## config.mk

```make
export PLATFORM = sky130hd
export DESIGN_NAME = ia_core
export DESIGN_NICKNAME = d
export VERILOG_FILES = /design/src/ia_pkg.sv /design/src/ia_core.sv
export VERILOG_INCLUDE_DIRS = /design/src /design/src/src
export SDC_FILE = /design/constraint.sdc
export NUM_CORES = 1
export LEC_CHECK = 0
export ABC_AREA = 1
export BUFFER_PORTS_ARGS = -buffer_cell sky130_fd_sc_hd__buf_2
export CAP_MARGIN = 40
export CELL_PAD_IN_SITES_DETAIL_PLACEMENT = 2
export CELL_PAD_IN_SITES_GLOBAL_PLACEMENT = 2
export CORE_ASPECT_RATIO = 1.4
export CORE_MARGIN = 5
export CORE_UTILIZATION = 25
export DETAILED_ROUTE_END_ITERATION = 6
export PLACE_DENSITY_LB_ADDON = 0.08
export SLEW_MARGIN = 20
export SYNTH_ARGS = -nofsm -noshare
export SYNTH_HDL_FRONTEND = slang
export SYNTH_SLANG_ARGS = --single-unit
```

## constraint.sdc

```tcl
create_clock -name clk -period 2.05 [get_ports clk]
set_input_delay 0.3075 -clock clk [delete_from_list [all_inputs] [get_ports clk]]
set_output_delay 0.3075 -clock clk [all_outputs]
set_load 0.01 [all_outputs]
```

## src/index_allocator_with_free_queue_assert.svh

```systemverilog
// ----------------------------------------------------------------------------
// Index allocator assertion macros
// Concurrent assertion wrappers; empty when SYNTHESIS is defined.
// ----------------------------------------------------------------------------
`ifndef INDEX_ALLOCATOR_WITH_FREE_QUEUE_ASSERT_SVH
`define INDEX_ALLOCATOR_WITH_FREE_QUEUE_ASSERT_SVH
`ifndef SYNTHESIS
`define IA_ASSERT(label, clk, rst_n, cond, msg) \
  label: assert property (@(posedge clk) disable iff (!rst_n) (cond)) else $error(msg);
`define IA_ASSERT_NEXT(label, clk, rst_n, pre, post, msg) \
  label: assert property (@(posedge clk) disable iff (!rst_n) (pre) |=> (post)) else $error(msg);
`else
`define IA_ASSERT(label, clk, rst_n, cond, msg)
`define IA_ASSERT_NEXT(label, clk, rst_n, pre, post, msg)
`endif
`endif

```

## src/ia_pkg.sv

```systemverilog
// ----------------------------------------------------------------------------
// Index allocator package
// Shared constants, status codes and interface structs.
// ----------------------------------------------------------------------------
package ia_pkg;

  localparam int POOL_SIZE = 1024;
  localparam int IDX_W     = 10;
  localparam int CNT_W     = IDX_W + 1;
  localparam int IDX_SPACE = 1 << IDX_W;
  localparam logic [CNT_W-1:0] USABLE_LIMIT =
    CNT_W'((POOL_SIZE < IDX_SPACE) ? POOL_SIZE : IDX_SPACE);
  localparam logic [CNT_W-1:0] QUEUE_FULL = CNT_W'(IDX_SPACE);

  typedef enum logic [2:0] {
    ST_REUSED    = 3'd0,
    ST_FRESH     = 3'd1,
    ST_EXHAUSTED = 3'd2,
    ST_QUEUED    = 3'd3,
    ST_IGNORED   = 3'd4
  } status_t;

  typedef enum logic {
    ACT_ALLOC = 1'b0,
    ACT_FREE  = 1'b1
  } action_t;

  typedef struct packed {
    action_t          action;
    logic [IDX_W-1:0] idx;
  } req_t;

  typedef struct packed {
    logic [IDX_W-1:0] granted;
    status_t          status;
  } rsp_t;

  typedef struct packed {
    logic             en;
    logic [IDX_W-1:0] addr;
    logic             data;
  } flag_wr_t;

  typedef struct packed {
    logic             en;
    logic [IDX_W-1:0] addr;
    logic [IDX_W-1:0] data;
  } q_wr_t;

endpackage

```

## src/ia_core.sv

```systemverilog
// ----------------------------------------------------------------------------
// Index allocator core
// Queue pointers, fresh counter and the allocate/free decision.
// ----------------------------------------------------------------------------
`include "index_allocator_with_free_queue_assert.svh"

module ia_core (
  input  logic                    clk,
  input  logic                    rst_n,
  input  logic                    fire,
  input  ia_pkg::req_t            req,
  input  logic                    flag_bit,
  input  logic [ia_pkg::IDX_W-1:0] head_data,
  output ia_pkg::rsp_t            rsp,
  output ia_pkg::flag_wr_t        flag_wr,
  output ia_pkg::q_wr_t           q_wr,
  output logic [ia_pkg::IDX_W-1:0] head_nxt
);

  logic [ia_pkg::IDX_W-1:0] head_r, tail_r, tail_nxt;
  logic [ia_pkg::CNT_W-1:0] count_r, count_nxt, fresh_r, fresh_nxt;
  logic                     reuse, fresh, enq;

  always_comb begin
    reuse = 1'b0;
    fresh = 1'b0;
    enq   = 1'b0;
    rsp.granted = '0;
    rsp.status  = ia_pkg::ST_EXHAUSTED;
    case (req.action)
      ia_pkg::ACT_ALLOC: begin
        if (count_r != '0) begin
          reuse = 1'b1;
          rsp.granted = head_data;
          rsp.status  = ia_pkg::ST_REUSED;
        end else if (fresh_r < ia_pkg::USABLE_LIMIT) begin
          fresh = 1'b1;
          rsp.granted = fresh_r[ia_pkg::IDX_W-1:0];
          rsp.status  = ia_pkg::ST_FRESH;
        end else begin
          rsp.status  = ia_pkg::ST_EXHAUSTED;
        end
      end
      ia_pkg::ACT_FREE: begin
        if (({1'b0, req.idx} >= ia_pkg::USABLE_LIMIT) || flag_bit ||
            (count_r >= ia_pkg::QUEUE_FULL)) begin
          rsp.status = ia_pkg::ST_IGNORED;
        end else begin
          enq = 1'b1;
          rsp.status = ia_pkg::ST_QUEUED;
        end
      end
      default: begin
        rsp.status = ia_pkg::ST_IGNORED;
      end
    endcase
  end

  always_comb begin
    flag_wr.en   = fire && (reuse || enq);
    flag_wr.addr = reuse ? head_data : req.idx;
    flag_wr.data = enq;
    q_wr.en      = fire && enq;
    q_wr.addr    = tail_r;
    q_wr.data    = req.idx;
  end

  always_comb begin
    head_nxt  = (fire && reuse) ? head_r + 1'b1 : head_r;
    tail_nxt  = (fire && enq) ? tail_r + 1'b1 : tail_r;
    fresh_nxt = (fire && fresh) ? fresh_r + 1'b1 : fresh_r;
    count_nxt = count_r;
    if (fire && reuse) begin
      count_nxt = count_r - 1'b1;
    end else if (fire && enq) begin
      count_nxt = count_r + 1'b1;
    end
  end

  always_ff @(posedge clk) begin
    if (!rst_n) begin
      head_r  <= '0;
      tail_r  <= '0;
      count_r <= '0;
      fresh_r <= '0;
    end else begin
      head_r  <= head_nxt;
      tail_r  <= tail_nxt;
      count_r <= count_nxt;
      fresh_r <= fresh_nxt;
    end
  end

  `IA_ASSERT(a_ring_count, clk, rst_n, (tail_r - head_r) == count_r[ia_pkg::IDX_W-1:0], "ring pointers disagree with count")
  `IA_ASSERT(a_count_max, clk, rst_n, count_r <= ia_pkg::QUEUE_FULL, "queue count overflow")
  `IA_ASSERT(a_fresh_max, clk, rst_n, fresh_r <= ia_pkg::USABLE_LIMIT, "fresh counter past limit")

endmodule

```

==> results.py <==
metrics = {
    "outcome": {
        "outcome": "finished, violations left",
        "violations_in_the_final_reports": "setup timing",
    },
    "die": {
        "chipWidth_um": 99.2,
        "placeableCoreArea_um2": 10900,
        "die_h_um": 135,
        "fp.dieArea_um2": 13400,
        "count_of_standard_cell_rows": 45,
        "boundaryPins": 81,
        "initial_core_util_pct": 25.7,
    },
    "setup_path": {
        "cp_slowest_stage_delay_ns": 0.34,
        "timing_worst_setup_path_type": "flop to flop",
        "timing.critical_path.slowest_stage_cell": "dfxtp_2",
        "crit_path_end_kind": "flop",
        "worst_setup_path_start_kind": "flop",
        "cell_repeated_most_along_the_worst_path": "nand2_4",
        "timing.critical_path.buf_inv": 3,
        "crit_family": "simple AND/OR/NAND/NOR gates",
        "sequence_of_cells_on_the_critical_path": "nor2_2 > nand2_1 > nor2_2 > nand2_4 > nand3_4 > buf_4 > buf_4 > buf_12 > nand2_1 > nand2_4 > nand2_1 > nor2_1 > nand3_2 > nand2_4 > nand2_4 > a21oi_4 > nor2_1",
        "highest_net_fanout_along_the_worst_path": 3,
        "reg2reg_from": "count_r[0]$_SDFFE_PN0P_",
        "worst-endpoint-arrival_ns": 2.52,
        "setup.worst_path.start": "count_r[0]$_SDFFE_PN0P_",
        "worstPathRequired_ns": 2.24,
    },
    "grt": {
        "track_usage_pct": 17.1,
        "grt_start_max_net_pins": 16,
        "first_pass_grt_wire_length_um": 18100,
        "number_of_antenna_violations_at_the_first_check_in_global_routing": 0,
        "grt_overflow_total": 0,
        "grt_pass1_vias": 3531,
    },
    "pwr": {
        "totalPowerFinal_w": 0.00302,
        "power.leakage_nw": 2.10,
        "p_per_area_nw_per_um2": 674,
        "worst_ir_drop_vdd_mv": 0.294,
    },
    "job": {
        "drv_cap": 0,
    },
    "sta": {
        "finalCritPeriodShare_pct": 114,
        "max_freq_mhz": 429,
        "worst_margin_pin_slew_ns": 0.602,
        "setup_repair_after_global_routing_missed_its_margin": "yes",
        "fin_skew_ns": 0.00241,
        "finalMaxSlewViolations": 0,
        "setup_slack_ns": -0.282,
        "min_period_ns": 2.33,
        "setup_viol_count_final": 47,
        "slew-limit-headroom_pct": 59.3,
        "timing.final.hold_violations": 0,
    },
    "finish": {
        "layout_filler_cell_count": 1302,
        "num_antenna_cells": 0,
        "multi_input_area_um2": 1950,
        "share_of_layout_cells_above_drive_strength_1_pct": 51.3,
        "ff_latch_area_um2": 855,
        "area.growth.synth_to_final_pct": 60.5,
        "nNetsFinal": 596,
        "utilization_pct": 41.2,
        "stdcell_count": 708,
    },
    "synthesis": {
        "post-synth-top-area-fraction_pct": 30.2,
        "yosysSeqAreaShare_pct": 30.2,
        "synth_top_cells_by_count": "nand2_1, inv_1, dfxtp_1, nor2_1, o21ai_0",
        "ff_latch_count_synth": 42,
        "syn-num-nets": 451,
        "synthArstFlopShare_pct": 0,
        "synth_top_area_cell": "dfxtp_1",
        "syn_area_um2": 2790,
        "syn_inst": 421,
        "syn-mean-instance-area_um2": 6.62,
        "synth.area.top_cells": "dfxtp_1, nand2_1, inv_1",
        "synth-edff-count": 0,
        "ys_dominant_reg_cell": "dfxtp_1",
        "yosys_warnings": 0,
        "ys_types": 42,
        "synthMostInstantiatedCell": "nand2_1",
    },
    "clock_tree": {
        "tritoncts": "done",
        "cts.sinks": 42,
        "cts-htree-levels": 2,
        "clock_latency_ns": 0.29,
        "clkSlewWorstSetupHoldPaths_ns": 0.07,
        "number_of_clock_buffers_inserted_by_tritoncts": 5,
        "cts-root-buf": "clkbuf_16",
        "cts_buffer_depth": 2,
        "cts.hold.buffers_added": 0,
    },
    "route": {
        "detail_route.iter0.violations": 119,
        "vias": 3357,
        "routed_vias_inst": 4.74,
        "drtPass1Iterations": 4,
        "drc_errors": 0,
        "antenna_violating_nets_post_route": 0,
        "drt_wl_total_um": 12200,
        "wl_per_cell_um": 17.2,
    },
    "hold_path": {
        "holdCritStartpoint": "rst_n",
        "timing.hold.worst.class": "input pin to flop",
    },
    "place": {
        "place_congestion": 0.791,
        "placement.io_buffers": 80,
        "detailedPlacementHpwl_um": 8450,
        "placed_cells_incl_taps": 662,
    },
}
[cell families after synthesis]
group           Yosys count  share of synthesized area, %
xor+xnor                  8                          2.51
buf+inv                  89                          14.5
fa+ha+maj                 5                          2.24
flops                    42                          30.2
compound gates           77                          15.1
simple gates            200                          35.5
[sequential cells by signal, indices dropped and copies added, names as in the netlist]
name / count
count_r: 11
fresh_r: 11
head_r: 10
tail_r: 10
[placed cells by master, fill, tap and decap left out, types with 12 or more instances in the layout]
cell / netlist / final
inv_1: 57 / 49
o21ai_2: 1 / 12
o21ai_0: 36 / 18
nand2_1: 90 / 68
buf_2: 2 / 77
nor2_1: 42 / 31
nand2_2: 4 / 19
buf_4: 11 / 69
a21oi_1: 26 / 20
dfxtp_1: 42 / 33
inv_2: 7 / 12
[power by group]
| part | switching [W] | leakage, nW | total [W] | internal, W |
|---|---|---|---|---|
| combinational | 0.000737 | 1.69 | 0.00129 | 0.000551 |
| clock | 0.000369 | 0.0664 | 0.000825 | 0.000456 |
| sequential | 0.0000387 | 0.345 | 0.000902 | 0.000863 |
[worst paths after layout]
| path | cells past startpoint | end | slack (ns) |
|---|---|---|---|
| hold / removal | 3 | fresh_r[6]$_SDFFE_PN0P_ | 0.41 |
| hold reg to reg | 1 | tail_r[9]$_SDFFE_PN0P_ | 0.45 |
| setup / recovery | 17 | count_r[10]$_SDFFE_PN0P_ | -0.28 |
| setup reg to reg | 17 | count_r[10]$_SDFFE_PN0P_ | -0.28 |
[through the flow]
step | worst slack, ns | hold WS, ns | cell area (µm²) | setup TNS [ns]
after global routing | -0.360 | 0.421 | 4480 | -11.16
after detailed placement | -0.134 | 0.443 | 3540 | -0.465
after CTS | -0.218 | 0.423 | 4110 | -2.34
after global placement | -0.0706 | 0.432 | 3540 | -0.146
final | -0.282 | 0.408 | 4480 | -6.04
after floorplan | 0.0484 | 0.446 | 2790 | 0
[worst register-to-register path: stages, from the launching register on]
cell and delay [ns]:
dfxtp_2 0.34, nor2_2 0.13, nand2_1 0.08, nor2_2 0.16
nand2_4 0.08, nand3_4 0.09, buf_4 0.14, buf_4 0.11
buf_12 0.09, nand2_1 0.09, nand2_4 0.12, nand2_1 0.08
nor2_1 0.18, nand3_2 0.16, nand2_4 0.11, nand2_4 0.06
a21oi_4 0.14, nor2_1 0.06
[final cells by class]
cell class	instances	area share [%]
inverters	67	6.09
multi-input cells	290	43.5
repair buffers	160	24.1
clock inverters	3	0.531
flip-flops and latches	42	19.1
clock buffers	5	2.80
well taps	141	3.94
[metal layers]
| metal | global-route usage (%) | up-vias | share of wire (%) |
|---|---|---|---|
| met5 | 0 | - | 0 |
| met4 | 5.39 | 0 | 3.3 |
| met3 | 2.64 | 24 | 4.3 |
| met2 | 35.0 | 81 | 56 |
| met1 | 17.1 | 1621 | 36 |
| li1 | - | 1631 | - |
[timing repair]
action,in CTS,in global routing
setup buffers,22,15
gates resized for setup,78,79
pin swaps,21,27
gates cloned,1,1
setup endpoints to repair,45,52
(Power assumes the default switching activity.)
