===== src/index_allocator_with_free_queue_assert.svh =====
// ----------------------------------------------------------------------------
// Index allocator assertion macros
// Concurrent assertion wrappers; empty when SYNTHESIS is defined.
// ----------------------------------------------------------------------------
`ifndef INDEX_ALLOCATOR_WITH_FREE_QUEUE_ASSERT_SVH
`define INDEX_ALLOCATOR_WITH_FREE_QUEUE_ASSERT_SVH
`ifndef SYNTHESIS
`define IA_ASSERT(label, clk, rst_n, cond, msg) \
  label: assert property (@(posedge clk) disable iff (!rst_n) (cond)) else $error(msg);
`define IA_ASSERT_NEXT(label, clk, rst_n, pre, post, msg) \
  label: assert property (@(posedge clk) disable iff (!rst_n) (pre) |=> (post)) else $error(msg);
`else
`define IA_ASSERT(label, clk, rst_n, cond, msg)
`define IA_ASSERT_NEXT(label, clk, rst_n, pre, post, msg)
`endif
`endif


===== src/ia_ram.sv =====
// ----------------------------------------------------------------------------
// Generic RAM
// One write port, one read port, registered read data (read-first).
// ----------------------------------------------------------------------------
module ia_ram #(
  parameter int WIDTH = 8,
  parameter int DEPTH = 16
) (
  input  logic                     clk,
  input  logic                     we,
  input  logic [$clog2(DEPTH)-1:0] waddr,
  input  logic [WIDTH-1:0]         wdata,
  input  logic [$clog2(DEPTH)-1:0] raddr,
  output logic [WIDTH-1:0]         rdata
);

  logic [WIDTH-1:0] mem [DEPTH];
  logic [WIDTH-1:0] rdata_r;

  always_ff @(posedge clk) begin
    if (we) begin
      mem[waddr] <= wdata;
    end
  end

  always_ff @(posedge clk) begin
    rdata_r <= mem[raddr];
  end

  assign rdata = rdata_r;

endmodule


===== config.mk =====
export PLATFORM = sky130hd
export DESIGN_NAME = ia_ram
export DESIGN_NICKNAME = d
export VERILOG_FILES = /design/src/index_allocator_with_free_queue_assert.svh /design/src/ia_ram.sv
export SDC_FILE = /design/constraint.sdc
export NUM_CORES = 1
export LEC_CHECK = 0
export ABC_AREA = 1
export BUFFER_PORTS_ARGS = -buffer_cell sky130_fd_sc_hd__buf_2
export CORE_ASPECT_RATIO = 0.7
export CORE_MARGIN = 4
export CORE_UTILIZATION = 40
export DETAILED_ROUTE_END_ITERATION = 6
export PLACE_DENSITY_LB_ADDON = 0.2
export SETUP_SLACK_MARGIN = 0.4
export SLEW_MARGIN = 20
export SYNTH_ARGS = -nofsm -noshare
export SYNTH_HDL_FRONTEND = slang
export SYNTH_SLANG_ARGS = --single-unit

===== constraint.sdc =====
create_clock -name clk -period 2.05 [get_ports clk]
set_input_delay 0.1025 -clock clk [delete_from_list [all_inputs] [get_ports clk]]
set_output_delay 0.1025 -clock clk [all_outputs]
set_load 0.01 [all_outputs]

==> summary.txt, run 1 <==
Floorplanning
  – Die X: 151.5 um
  – Die Y: 108.5 um
  – Row cnt: 36
  – Die footprint: 16430 um2
  – Boundary pin count: 26
  – Core Region: 14010 um2
  – Initial core utilization: 0.4117

Worst setup path
  – Worst setup path startpoint: raddr[0]
  – Buf+Inv Stages, Crit Path: 2
  – Crit path depth: 7
  – CP most frequent cell: nand3_1
  – Launch point of the worst reg-to-reg path: mem[1][7]
  – Kind of critical path: primary input to flop
  – CP Capture Type: flop
  – R2R Path End: rdata[7]
  – Worst Reg-to-Reg Cells: 6
  – Register-to-register setup slack: 0.96 ns
  – Slowest CP cell: buf_4
  – CP arrival: 1.41 ns
  – Crit-path max FO: 64
  – CP endpoint: rdata[7]
  – Crit path cell chain: buf_2 -> buf_4 -> nand2_1 -> nand3_1 -> nand3_1 -> nand3_1 -> nand2_1
  – CP Launch Type: primary input
  – Crit-path leading delay family: buffers and inverters
  – CP max stage delay: 0.56 ns
  – Critical Path RT: 2.35 ns

CTS
  – Longest Clk Path Bufs: 2
  – Post-CTS Resized: 0
  – CTS tree: done
  – Clk_lat worst skew: 0.41 ns
  – Post-CTS Setup Bufs: 0
  – H-tree Lvls: 4
  – CTS Root Cell: clkbuf_16
  – Number of buffers created by CTS: 17
  – Clock transition at path regs: 0.06 ns
  – Cts hold-fix bufs: 0
  – CTS sink cnt: 136

Timing
  – Minimum clock period: 1.104 ns
  – RSZ-0062 raised after global routing: no
  – # setup viols final: 0
  – Layout Skew: 0.004546 ns
  – Slew @ Worst Pin: 0.7709 ns
  – Final Hold Viols: 0
  – Slew Limit Fails: 0
  – Final hold slack: 0.05047 ns
  – Fmax: 906.2 MHz
  – Relative slew slack: 0.4842
  – Final period utilization: 0.5383
  – Setup TNS: 0 ns

Final layout
  – Synth-to-layout area growth: 16.06%
  – Final nets: 604
  – Fill count: 1289
  – Ant. Diodes: 0
  – Share of cells above drive strength 1: 0.1219
  – Non-filler cells, final: 789

Power
  – Leakage power: 0.002884 uW
  – Reg power frac: 0.475
  – Sw Share: 0.2226
  – Int Pwr: 5131 uW
  – Comb pwr share: 0.058
  – PD cells: 986.1 nW/um2
  – Peak VDD IR: 655.5 uV
  – Clock share of power: 0.466
  – Switch Pwr: 1469 uW

Run status
  – Status: complete, no violations

Synth
  – Synth Cell Area: 5767 um2
  – Syn Nets: 569
  – Yosys reg bits: 136
  – Post-synth top area cell: edfxtp_1
  – Largest cells by area after synthesis: edfxtp_1 67%, nand2_1 11%, nand3_1 8.4%
  – Syn Area/Cell: 10.47 um2
  – Cell variety after synth: 12
  – Mapped Cells: 551
  – Synthesis Warnings: 0
  – Synth top area share: 0.6665
  – Seq/Total Area, Yosys: 0.6943

Hold path
  – Worst hold path class: primary input to flop

Detailed routing
  – Final wirelength: 13950 um
  – DRT iter0 DRCs: 429
  – # DRC: 0
  – DR vias: 3832
  – DR vias/cell: 4.857
  – Post-DRT Antenna Nets: 0
  – Detailed Routing Iterations Pass 1: 5
  – Post-DR wirelength/cell: 17.69 um

Global routing
  – Largest net degree at the start of global routing: 65
  – First-pass GRT wire length: 21710 um
  – GRT Util Overall: 0.1826
  – Number of global-route vias before repair: 3680
  – Antenna violations before repair: 0
  – Gr ovfl total: 0

Placed design
  – Detailed Place HPWL: 8914 um
  – Placed cells: 757
  – IO Port Bufs: 25
  – RePlAce Congestion: 0.8368

Run
  – Max-Cap Viols: 0
## area by class of cell
| cell class | count | area [um2] | area share |
|---|---|---|---|
| well taps | 190 | 237.7 | 0.03552 |
| clock buffers | 17 | 425.4 | 0.06356 |
| multi-input cells | 289 | 1214 | 0.1813 |
| inverters | 102 | 382.9 | 0.05721 |
| clock inverters | 15 | 178.9 | 0.02673 |
| flip-flops and latches | 136 | 4004 | 0.5982 |
| repair buffers | 40 | 250.2 | 0.03739 |
## cell usage in the layout, fill, tap and decap left out
cell type and count:
buf_2 25, clkinv_1 1, clkinvlp_4 3, inv_2 2, nand3b_1 2, dfxtp_1 8, buf_4 14, inv_1 100
inv_6 1, bufinv_16 3, nand3_1 97, clkinv_4 5, clkinv_2 2, clkbuf_16 17, nand2_1 173, edfxtp_1 128
nor2_1 17, buf_12 1
## synth_stat cells
library cell  count
buf_2            13
inv_1           100
nor2_1           17
buf_1             1
edfxtp_1        128
inv_2             2
nand3b_1          2
nand2_1         173
dfxtp_1           8
nand3_1          97
buf_4             4
buf_6             6
## worst min path at each step
stage	cells after the start	startpoint	end
CTS	3	raddr[3]	rdata[7]
global placement	3	raddr[3]	rdata[7]
detailed placement	3	raddr[3]	rdata[0]
finish	3	raddr[3]	rdata[7]
global route	3	raddr[3]	rdata[7]
floorplan	0	wdata[0]	mem[0][0]
## stage by stage
step / power, uW / worst slack (ns) / util / cell area (um2)
after floorplan: 3410 / 0.9967 / - / 5767
final: 6600 / 0.9465 / 0.4778 / 6693
after global placement: 3576 / 0.5236 / 0.4346 / 6088
after global routing: 6823 / 0.8340 / 0.4778 / 6693
after CTS: 6649 / 0.9629 / 0.4778 / 6693
after detailed placement: 3580 / 0.5248 / 0.4346 / 6088
## worst register-to-register path, cell delays in order (launching register included)
cell and delay [ns]:
edfxtp_1 0.36, inv_1 0.06, nand2_1 0.04, nand3_1 0.11, nand3_1 0.14, nand3_1 0.19
nand2_1 0.07
## power groups by stage
stage	logic, uW	registers (uW)	clock network [uW]
6_report	384	3140	3080
3_5_place_dp	387	3190	0
3_3_place_gp	385	3190	0
5_1_grt	433	3140	3250
2_1_floorplan	219	3190	0
4_1_cts	389	3140	3130
## registers in the layout, summed over array words and instances (netlist names)
register  count
rdata         8
mem         128
## metal layers
metal	global-route usage	vias to the layer above	routed length (um)
met5	0	-	0
met4	0.04872	0	190
met3	0.04566	14	1005
met2	0.2494	141	5622
met1	0.2873	1835	7135
li1	-	1842	-
## logic make-up after synthesis
kind of cell,after synthesis,share of synthesized area
buf+inv,126,0.09525
simple gates,289,0.2105
flops,136,0.6943
Note: power is estimated with default switching activity, not from simulation.
==> run 2, diff against run 1 <==
Clock period 2.05 ns to 0.9 ns, I/O delays scaled along.
==> run 2 against run 1 <==
Against the previous run: the run now ends with negative setup slack left; critical path depth is 1 lower; global-route usage shrank 0.39 points; register-to-register slack lost 1.1 ns.
==> summary.txt, run 2 (synthesized netlist as in run 1, its figures left out) <==
Power
  – Reg power frac: 0.439
  – PD cells: 2128 nW/um2
  – Comb pwr share: 0.074
  – Leakage power: 0.003215 uW
  – Sw Share: 0.2062
  – Peak VDD IR: 1225 uV
  – Clock share of power: 0.487
  – Int Pwr: 12880 uW
  – Switch Pwr: 3348 uW

Worst setup path
  – Slowest CP cell: edfxtp_1
  – CP arrival: 1.30 ns
  – Worst Reg-to-Reg Cells: 6
  – CP Launch Type: flop
  – Critical Path RT: 1.20 ns
  – Crit-path max FO: 1
  – CP most frequent cell: nand3_2
  – Crit path cell chain: inv_1 -> nand2_1 -> nand3_1 -> nand3_2 -> nand3_2 -> nand2_2
  – CP Capture Type: flop
  – CP max stage delay: 0.37 ns
  – Kind of critical path: flop to flop

Timing
  – Slew @ Worst Pin: 0.3895 ns
  – Fmax: 1000 MHz
  – Layout Skew: 0.01059 ns
  – Final Hold Viols: 0
  – Relative slew slack: 0.7401
  – PnR worst setup slack: -0.09998 ns
  – Minimum clock period: 1.000 ns
  – Final period utilization: 1.111
  – Slew Limit Fails: 0
  – RSZ-0062 raised after global routing: yes
  – # setup viols final: 8
  – Final hold slack: 0.04518 ns

Floorplanning
  – Die X: 151.5 um
  – Die footprint: 16430 um2
  – Initial core utilization: 0.4117
  – Core Region: 14010 um2
  – Boundary pin count: 26
  – Die Y: 108.5 um
  – Row cnt: 36

Final layout
  – Synth-to-layout area growth: 32.28%
  – Share of cells above drive strength 1: 0.2677
  – Reg with most FFs: mem
  – Layout Utilization: 0.5446
  – Most frequent cells in the layout: 160 x nand2_1, 128 x edfxtp_1, 97 x inv_1
  – Max reg flops: 128
  – Post-route design area: 7629 um2
  – Final nets: 625
  – Most common cell after layout, fill and taps aside: nand2_1
  – Ant. Diodes: 0

Detailed routing
  – Post-DR wirelength/cell: 17.05 um
  – Detailed Routing Iterations Pass 1: 5
  – Routed length on met3: 730 um
  – DR vias/cell: 4.789
  – Final wirelength: 13810 um
  – DRT iter0 DRCs: 221
  – # DRC: 0
  – Met1 wire length: 6401 um
  – Metal2 WL: 6513 um
  – DR vias: 3879
  – Post-DRT Antenna Nets: 0
  – DR top layer: met4

Hold path
  – Worst hold path class: primary input to flop
  – Worst Hold Depth: 1

Global routing
  – Number of global-route vias before repair: 3777
  – Gr ovfl total: 0
  – Antenna violations before repair: 0
  – GRT Util Overall: 0.1787
  – Largest net degree at the start of global routing: 49
  – First-pass GRT wire length: 21130 um

CTS
  – Longest Clk Path Bufs: 2
  – Clock transition at path regs: 0.06 ns
  – CTS Root Cell: clkbuf_16
  – H-tree Lvls: 4
  – Number of buffers created by CTS: 17
  – Clk_lat worst skew: 0.41 ns
  – CTS tree: done
  – Cts hold-fix bufs: 0
  – CTS sink cnt: 136

Run status
  – Failing checks: negative setup slack
  – Status: finished with violations

Placed design
  – Cell Area, Placed: 6611 um2
  – IO Port Bufs: 25
  – RePlAce Congestion: 0.8094
  – Detailed Place HPWL: 8782 um

Run
  – Max-Cap Viols: 0
run 2: changes by cell type in the layout (fill, tap and decap cells not counted), sizes merged:
cell      delta
buf         +21
bufinv       +3
clkbuf       +4
clkinv       -6
clkinvlp     -1
run 2: worst max-delay path, delay by kind of cell, from the launching register on:
kind | cells | cell delay (ns)
DFF | 1 | 0.37
buffers and inverters | 1 | 0.06
and+or+nand+nor | 5 | 0.46
run 2: power by group through the flow:
stage	clock [uW]	sequential (uW)	combinational, uW
6_report	7900	7130	1200
5_1_grt	8310	7140	1310
4_1_cts	8010	7130	1160
3_5_place_dp	0	7250	1050
3_3_place_gp	0	7250	1030
2_1_floorplan	0	7270	545
run 2: per-stage QoR:
stage / worst slack, ns / TNS, ns / total power, uW / cells
floorplan: -0.01864 / -1.193 / 7811 / 551
global placement: -0.2414 / -22.33 / 8283 / 775
detailed placement: -0.2413 / -23.44 / 8301 / 775
CTS: -0.03891 / -0.2814 / 16310 / 810
global route: -0.1492 / -0.8247 / 16760 / 810
finish: -0.09998 / -0.1912 / 16230 / 810
run 2: final cells by class:
cell class                      count  area, um2
Timing Repair Buffer               61      747.0
Fill cell                        1179       6380
Inverter                          102      392.9
Clock inverter                     11      217.7
Sequential cell                   136       4009
Tap cell                          190      237.7
Multi-Input combinational cell    289       1564
Clock buffer                       21      460.4
run 2: per-layer routing:
layer	vias to the layer above	GRT usage
met2	90	0.2748
met4	0	0.06731
met1	1877	0.2523
met3	15	0.03561
met5	-	0
li1	1897	-
run 2: what timing repair did:
action / in CTS / in global routing
resized for setup: 45 / 26
pin swaps: 30 / 20
setup buffers: 3 / 0
endpoints found under the hold margin: 0 / 0
endpoints found under the setup margin: 144 / 137
cloned: 0 / 0
run 2: path summary, 6_finish.rpt:
| path | from | endpoint | slack, ns |
|---|---|---|---|
| min reg2reg | mem[10][0] | rdata[0] | 0.71 |
| max | mem[13][3] | rdata[3] | -0.1 |
| max reg2reg | mem[13][3] | rdata[3] | -0.1 |
| min | wdata[1] | mem[15][1] | 0.05 |
